## src/rtl/core/c2s_pkg.sv

```systemverilog
// Shared constants, types and tables of the cartesian to spherical unit.
// Depends on nothing; imported by every module of the unit.
package c2s_pkg;

  // Coordinate and fixed-point formats.
  localparam int COORD_W      = 16;
  localparam int SCALE_BITS   = 32 - COORD_W;
  localparam int SQ_W         = 2 * COORD_W - 1;
  localparam int SUM_W        = 2 * COORD_W;
  localparam int RADIUS_W     = 24;
  localparam int RADIUS_FRAC  = 8;
  localparam int RADIUS_SHIFT = 2 * RADIUS_FRAC + 2;
  localparam int AZ_W         = 16;
  localparam int POL_W        = 15;

  // Square root pipeline: one root bit per stage.
  localparam int RAD_W      = 64;
  localparam int ROOT_W     = RAD_W / 2;
  localparam int REM_W      = ROOT_W + 2;
  localparam int SQRT_STEPS = ROOT_W;

  // CORDIC datapath.
  localparam int ANGLE_STAGES = 16;
  localparam int ATAN_LEN     = 24;
  localparam int VEC_W        = 36;
  localparam int ACC_W        = 36;
  localparam int ACC_FRAC     = 30;
  localparam int ANG_FRAC     = 13;
  localparam int ROUND_SHIFT  = ACC_FRAC - ANG_FRAC;

  localparam logic signed [ACC_W-1:0] PI_Q30      = 36'sd3373259426;
  localparam logic signed [ACC_W-1:0] HALF_PI_Q30 = 36'sd1686629713;
  localparam logic signed [ACC_W-1:0] ROUND_BIAS  = ACC_W'(1) <<< (ROUND_SHIFT - 1);
  localparam int                      PI_Q13      = 25736;
  localparam logic [RADIUS_W-1:0]     RADIUS_MAX  = {RADIUS_W{1'b1}};

  // Cycles from an accepted request to its result strobe.
  localparam int LATENCY = 3 + SQRT_STEPS + (ANGLE_STAGES + 1) + 1;

  typedef logic signed [COORD_W-1:0] coord_t;

  // Per-point data that rides along the square root pipeline.
  typedef struct packed {
    coord_t x;
    coord_t y;
    coord_t z;
    logic   origin;
  } side_t;

  // Partial result of the digit-by-digit square root.
  typedef struct packed {
    logic [REM_W-1:0]  rem;
    logic [ROOT_W-1:0] root;
  } sq_acc_t;

  // One CORDIC stage: vector, angle accumulator, and a flag for axis cases.
  typedef struct packed {
    logic signed [VEC_W-1:0] cx;
    logic signed [VEC_W-1:0] cy;
    logic signed [ACC_W-1:0] acc;
    logic                    hold;
  } cordic_t;

  // atan(2^-i) in units of 2^-30 rad, rounded.
  function automatic logic signed [ACC_W-1:0] atan_q30(input int idx);
    logic signed [ACC_W-1:0] v;
    case (idx)
      0:       v = 36'sd843314857;
      1:       v = 36'sd497837829;
      2:       v = 36'sd263043837;
      3:       v = 36'sd133525159;
      4:       v = 36'sd67021687;
      5:       v = 36'sd33543516;
      6:       v = 36'sd16775851;
      7:       v = 36'sd8388437;
      8:       v = 36'sd4194283;
      9:       v = 36'sd2097149;
      10:      v = 36'sd1048576;
      11:      v = 36'sd524288;
      12:      v = 36'sd262144;
      13:      v = 36'sd131072;
      14:      v = 36'sd65536;
      15:      v = 36'sd32768;
      16:      v = 36'sd16384;
      17:      v = 36'sd8192;
      18:      v = 36'sd4096;
      19:      v = 36'sd2048;
      20:      v = 36'sd1024;
      21:      v = 36'sd512;
      22:      v = 36'sd256;
      23:      v = 36'sd128;
      default: v = '0;
    endcase
    return v;
  endfunction

endpackage

```

## src/rtl/core/c2s_square.sv

```systemverilog
// Front end of the spherical unit: input capture, squares and sums of squares.
// Depends on c2s_pkg.
module c2s_square
  import c2s_pkg::*;
(
  input  logic             clk,
  input  logic             rst_n,
  input  logic             valid_i,
  input  coord_t           x_i,
  input  coord_t           y_i,
  input  coord_t           z_i,
  output logic             valid_o,
  output logic [SUM_W-1:0] xy2_o,
  output logic [SUM_W-1:0] sum_o,
  output side_t            side_o
);

  logic             v0_r, v1_r, v2_r;
  coord_t           x0_r, y0_r, z0_r;
  logic [SQ_W-1:0]  xx_r, yy_r, zz_r;
  side_t            side1_r, side2_r;
  logic [SUM_W-1:0] xy2_r, sum_r;

  logic signed [2*COORD_W-1:0] xx_full, yy_full, zz_full;
  logic [SUM_W-1:0]            xy2_nxt;

  // Full-precision signed squares.
  assign xx_full = (2*COORD_W)'(x0_r) * (2*COORD_W)'(x0_r);
  assign yy_full = (2*COORD_W)'(y0_r) * (2*COORD_W)'(y0_r);
  assign zz_full = (2*COORD_W)'(z0_r) * (2*COORD_W)'(z0_r);
  assign xy2_nxt = SUM_W'(xx_r) + SUM_W'(yy_r);

  // Valid bits of the three stages.
  always_ff @(posedge clk) begin
    if (!rst_n) begin
      v0_r <= 1'b0;
      v1_r <= 1'b0;
      v2_r <= 1'b0;
    end else begin
      v0_r <= valid_i;
      v1_r <= v0_r;
      v2_r <= v1_r;
    end
  end

  // Datapath: capture, multiply, add.
  always_ff @(posedge clk) begin
    x0_r           <= x_i;
    y0_r           <= y_i;
    z0_r           <= z_i;
    xx_r           <= xx_full[SQ_W-1:0];
    yy_r           <= yy_full[SQ_W-1:0];
    zz_r           <= zz_full[SQ_W-1:0];
    side1_r.x      <= x0_r;
    side1_r.y      <= y0_r;
    side1_r.z      <= z0_r;
    side1_r.origin <= (x0_r == '0) && (y0_r == '0) && (z0_r == '0);
    xy2_r          <= xy2_nxt;
    sum_r          <= xy2_nxt + SUM_W'(zz_r);
    side2_r        <= side1_r;
  end

  assign valid_o = v2_r;
  assign xy2_o   = xy2_r;
  assign sum_o   = sum_r;
  assign side_o  = side2_r;

endmodule

```

## config.mk

```make
export PLATFORM = sky130hd
export DESIGN_NAME = c2s_square
export DESIGN_NICKNAME = d
export VERILOG_FILES = /design/src/rtl/core/c2s_pkg.sv /design/src/rtl/core/c2s_square.sv
export SDC_FILE = /design/constraint.sdc
export NUM_CORES = 2
export LEC_CHECK = 0
export ABC_AREA = 1
export BUFFER_PORTS_ARGS = -buffer_cell sky130_fd_sc_hd__buf_2
export CORE_MARGIN = 4
export CORE_UTILIZATION = 50
export CTS_CLUSTER_DIAMETER = 40
export CTS_CLUSTER_SIZE = 10
export DETAILED_ROUTE_END_ITERATION = 8
export PLACE_DENSITY = 0.66
export SYNTH_ARGS = -nofsm -noshare
export SYNTH_HDL_FRONTEND = slang
export SYNTH_SLANG_ARGS = --single-unit
export TNS_END_PERCENT = 20
```

## constraint.sdc

```tcl
create_clock -name clk -period 6.58 [get_ports clk]
set_input_delay 1.316 -clock clk [delete_from_list [all_inputs] [get_ports clk]]
set_output_delay 1.316 -clock clk [all_outputs]
set_load 0.02 [all_outputs]
```

==> metrics.yaml <==
final_layout:
  n_antenna_cell: 0
  layout_common_cells: "1417 x inv_1, 1170 x nand2_1, 691 x fa_1, 316 x ha_1, 300 x dfxtp_1"
  nNetsFinal: 6108
  syn_to_final_growth_pct: 9.91
  final_common_cell: "inv_1"
  drive_gt1_share_pct: 7.77
  fin_area_um2: 42800
timing:
  max_freq_mhz: 162
  finalSetupTns_ps: 0
  skew_ps: 33.1
  hold_viol: 0
  setup_viol: 0
  max_slew_margin_pct: 22.6
  min_period_ps: 6170
  worst_pin_slew_ps: 1150
  post-route-period-util_pct: 93.8
  rsz0062_at_grt: "no"
  maxSlewViolCount: 0
clocking:
  clk_latency_ps: 600
  cts_tree: "built"
  cts_setup_buffers: 0
  cts_root_buffer: "clkbuf_16"
  numCtsBuffers: 54
  cts_resized: 0
  h-tree-depth: 2
  clock_sinks: 300
  cts-hold-fix-buffers: 0
  clk_pin_slew_ps: 50
  clock_path_buffers: 3
die:
  die_x_um: 287
  die_y_um: 287
  coreArea_um2: 77300
  die-area_um2: 82300
  num_rows: 102
  start_util_pct: 50.3
  pin_count: 165
placed_design:
  dpl_cell_area_um2: 41000
  portBuffers: 164
  place.gp.congestion: 0.989
  hpwl_um: 81800
yosys:
  syn_area_um2: 38900
  ys_ff_latch: 300
  synth_top_area_cell: "fa_1"
  synthCells: 4876
  synth_fp_nets: 5934
  yosysWarnings: 0
  synth_cell_types: 38
  netlist_top_cells_area: "fa_1 36%, dfxtp_1 15%, inv_1 14%"
  synthDominantCellAreaShare_pct: 35.6
  ys_seq_area_share_pct: 15.4
  syn_avg_cell_area_um2: 7.98
worst_setup_path:
  crit_type: "flop to flop"
  crit_end: "yy_r[30]$_DFF_P_"
  crit_arrival_ps: 6630
  crit_path_max_fanout: 24
  cp-end-kind: "flop"
  path_depth: 24
  max_stage_delay_ps: 760
  critPathLaunch: "y0_r[15]$_DFF_P_"
  ff2ff_setup_slack_ps: 410
  crit_path_top_delay_cell: "fa_1"
  r2r-start: "y0_r[15]$_DFF_P_"
  path_buf_inv: 8
  worstReg2RegEnd: "yy_r[30]$_DFF_P_"
  rr_worst_depth: 24
  cp_cell_sequence: "buf_4, nand2_1, inv_1, fa_1, inv_1, fa_1, inv_1, fa_1, fa_1, fa_1, inv_1, fa_1, inv_1, ha_1, nand2_2, inv_2, nand2_1, nor3_1, and2_1, nand2_1, nand2_1, inv_1, nand2_1, nand2_1"
  required_ps: 7040
  cp_top_family: "adder cells"
  crit_path_start_kind: "flop"
grt:
  grt_pass1_wl_um: 158000
  grt_max_degree: 25
  antenna_found_initial: 0
  grt.overflow.total: 0
  grt_pass1_vias: 31200
  grt_usage_pct: 24.0
status:
  status: "finished, final reports clean"
detailed_routing:
  maxUsedRoutingLayer: "met4"
  via_per_inst: 4.83
  vias: 29600
  wl_met3_um: 4270
  wl_met2_um: 45500
  wl_per_cell_um: 15.4
  dr.pass1.iters: 6
  antenna_left: 0
  met1_length_um: 41900
  routed_wl_um: 94300
  first_iter_violations: 1712
  drc: 0
run:
  max-cap-violations: 0
hold_path:
  hp-class: "flop to flop"
## worst min-delay path by stage
stage / from / endpoint / slack, ps / cells past startpoint
2_1_floorplan: side1_r[0]$_DFF_P_ / side_o[0]$_DFF_P_ / 310 / 0
3_3_place_gp: side1_r[3]$_DFF_P_ / side_o[3]$_DFF_P_ / 310 / 0
3_5_place_dp: side1_r[0]$_DFF_P_ / side_o[0]$_DFF_P_ / 310 / 0
4_1_cts: side1_r[21]$_DFF_P_ / side_o[21]$_DFF_P_ / 320 / 0
5_1_grt: side1_r[31]$_DFF_P_ / side_o[31]$_DFF_P_ / 320 / 0
6_report: side1_r[31]$_DFF_P_ / side_o[31]$_DFF_P_ / 320 / 0
## through the flow
stage	hold slack [ps]	std cells	setup WS, ps	utilization [%]
2_1_floorplan	310	4876	1020	-
3_3_place_gp	311	6034	458	53.1
3_5_place_dp	312	6034	467	53.1
4_1_cts	319	6125	431	55.3
5_1_grt	320	6125	29.9	55.3
6_report	317	6125	409	55.3
## worst register-to-register path: stages, from the launching register on
cell and delay (ps):
dfxtp_1 310, buf_4 230, nand2_1 120, inv_1 90, fa_1 760, inv_1 110, fa_1 580, inv_1 300
fa_1 500, fa_1 500, fa_1 490, inv_1 50, fa_1 470, inv_1 40, ha_1 370, nand2_2 130
inv_2 70, nand2_1 80, nor3_1 310, and2_1 180, nand2_1 90, nand2_1 130, inv_1 50, nand2_1 50
nand2_1 50
## synthesized netlist by cell type, drive strengths merged
cell,count
a21o,8
a21oi,141
a31o,4
a31oi,1
and2,10
and3,1
buf,17
clkbuf,82
clkinv,3
dfxtp,300
fa,691
ha,316
inv,1426
nand2,1198
nand2b,1
nand3,142
nand3b,7
nand4,60
nor2,219
nor3,36
nor3b,1
nor4,12
o211ai,1
o21a,2
o21ai,43
o21bai,31
or2,6
xnor2,18
xor2,99
## layer usage
metal / vias to the layer above / GRT usage (%)
li1: 14500 / -
met1: 14300 / 32.7
met2: 666 / 41.0
met3: 143 / 2.61
met4: 0 / 6.43
met5: - / 0
## registers in the layout (all words and copies together) (netlist names)
register and cells:
sum_o 32, xx_r 29, side_o 49, x0_r 16
valid_o 1, zz_r 29, side1_r 49, z0_r 16
y0_r 16, xy2_o 32, v0_r 1, v1_r 1
yy_r 29
## kinds of logic (layout without fill, tap and decap cells)
kind of cell,after synthesis,count (layout),share of synthesized area (%)
simple gates,1693,1693,18.2
buf+inv,1528,1737,14.8
fa+ha+maj,1007,1007,45.7
flops,300,300,15.4
compound gates,231,231,3.30
xor+xnor,117,117,2.63
## layout make-up
class | instances | area, µm²
fillers | 7342 | 34600
clock buffers | 61 | 1420
clock inverters | 30 | 295
inverters | 1429 | 5360
repair buffers | 217 | 1220
well taps | 1040 | 1300
multi-input cells | 3048 | 27200
flip-flops and latches | 300 | 6010
Power is left out: the tool's default activity adds up to more than one toggle a clock period on the data nets, which glitch-free logic cannot reach.
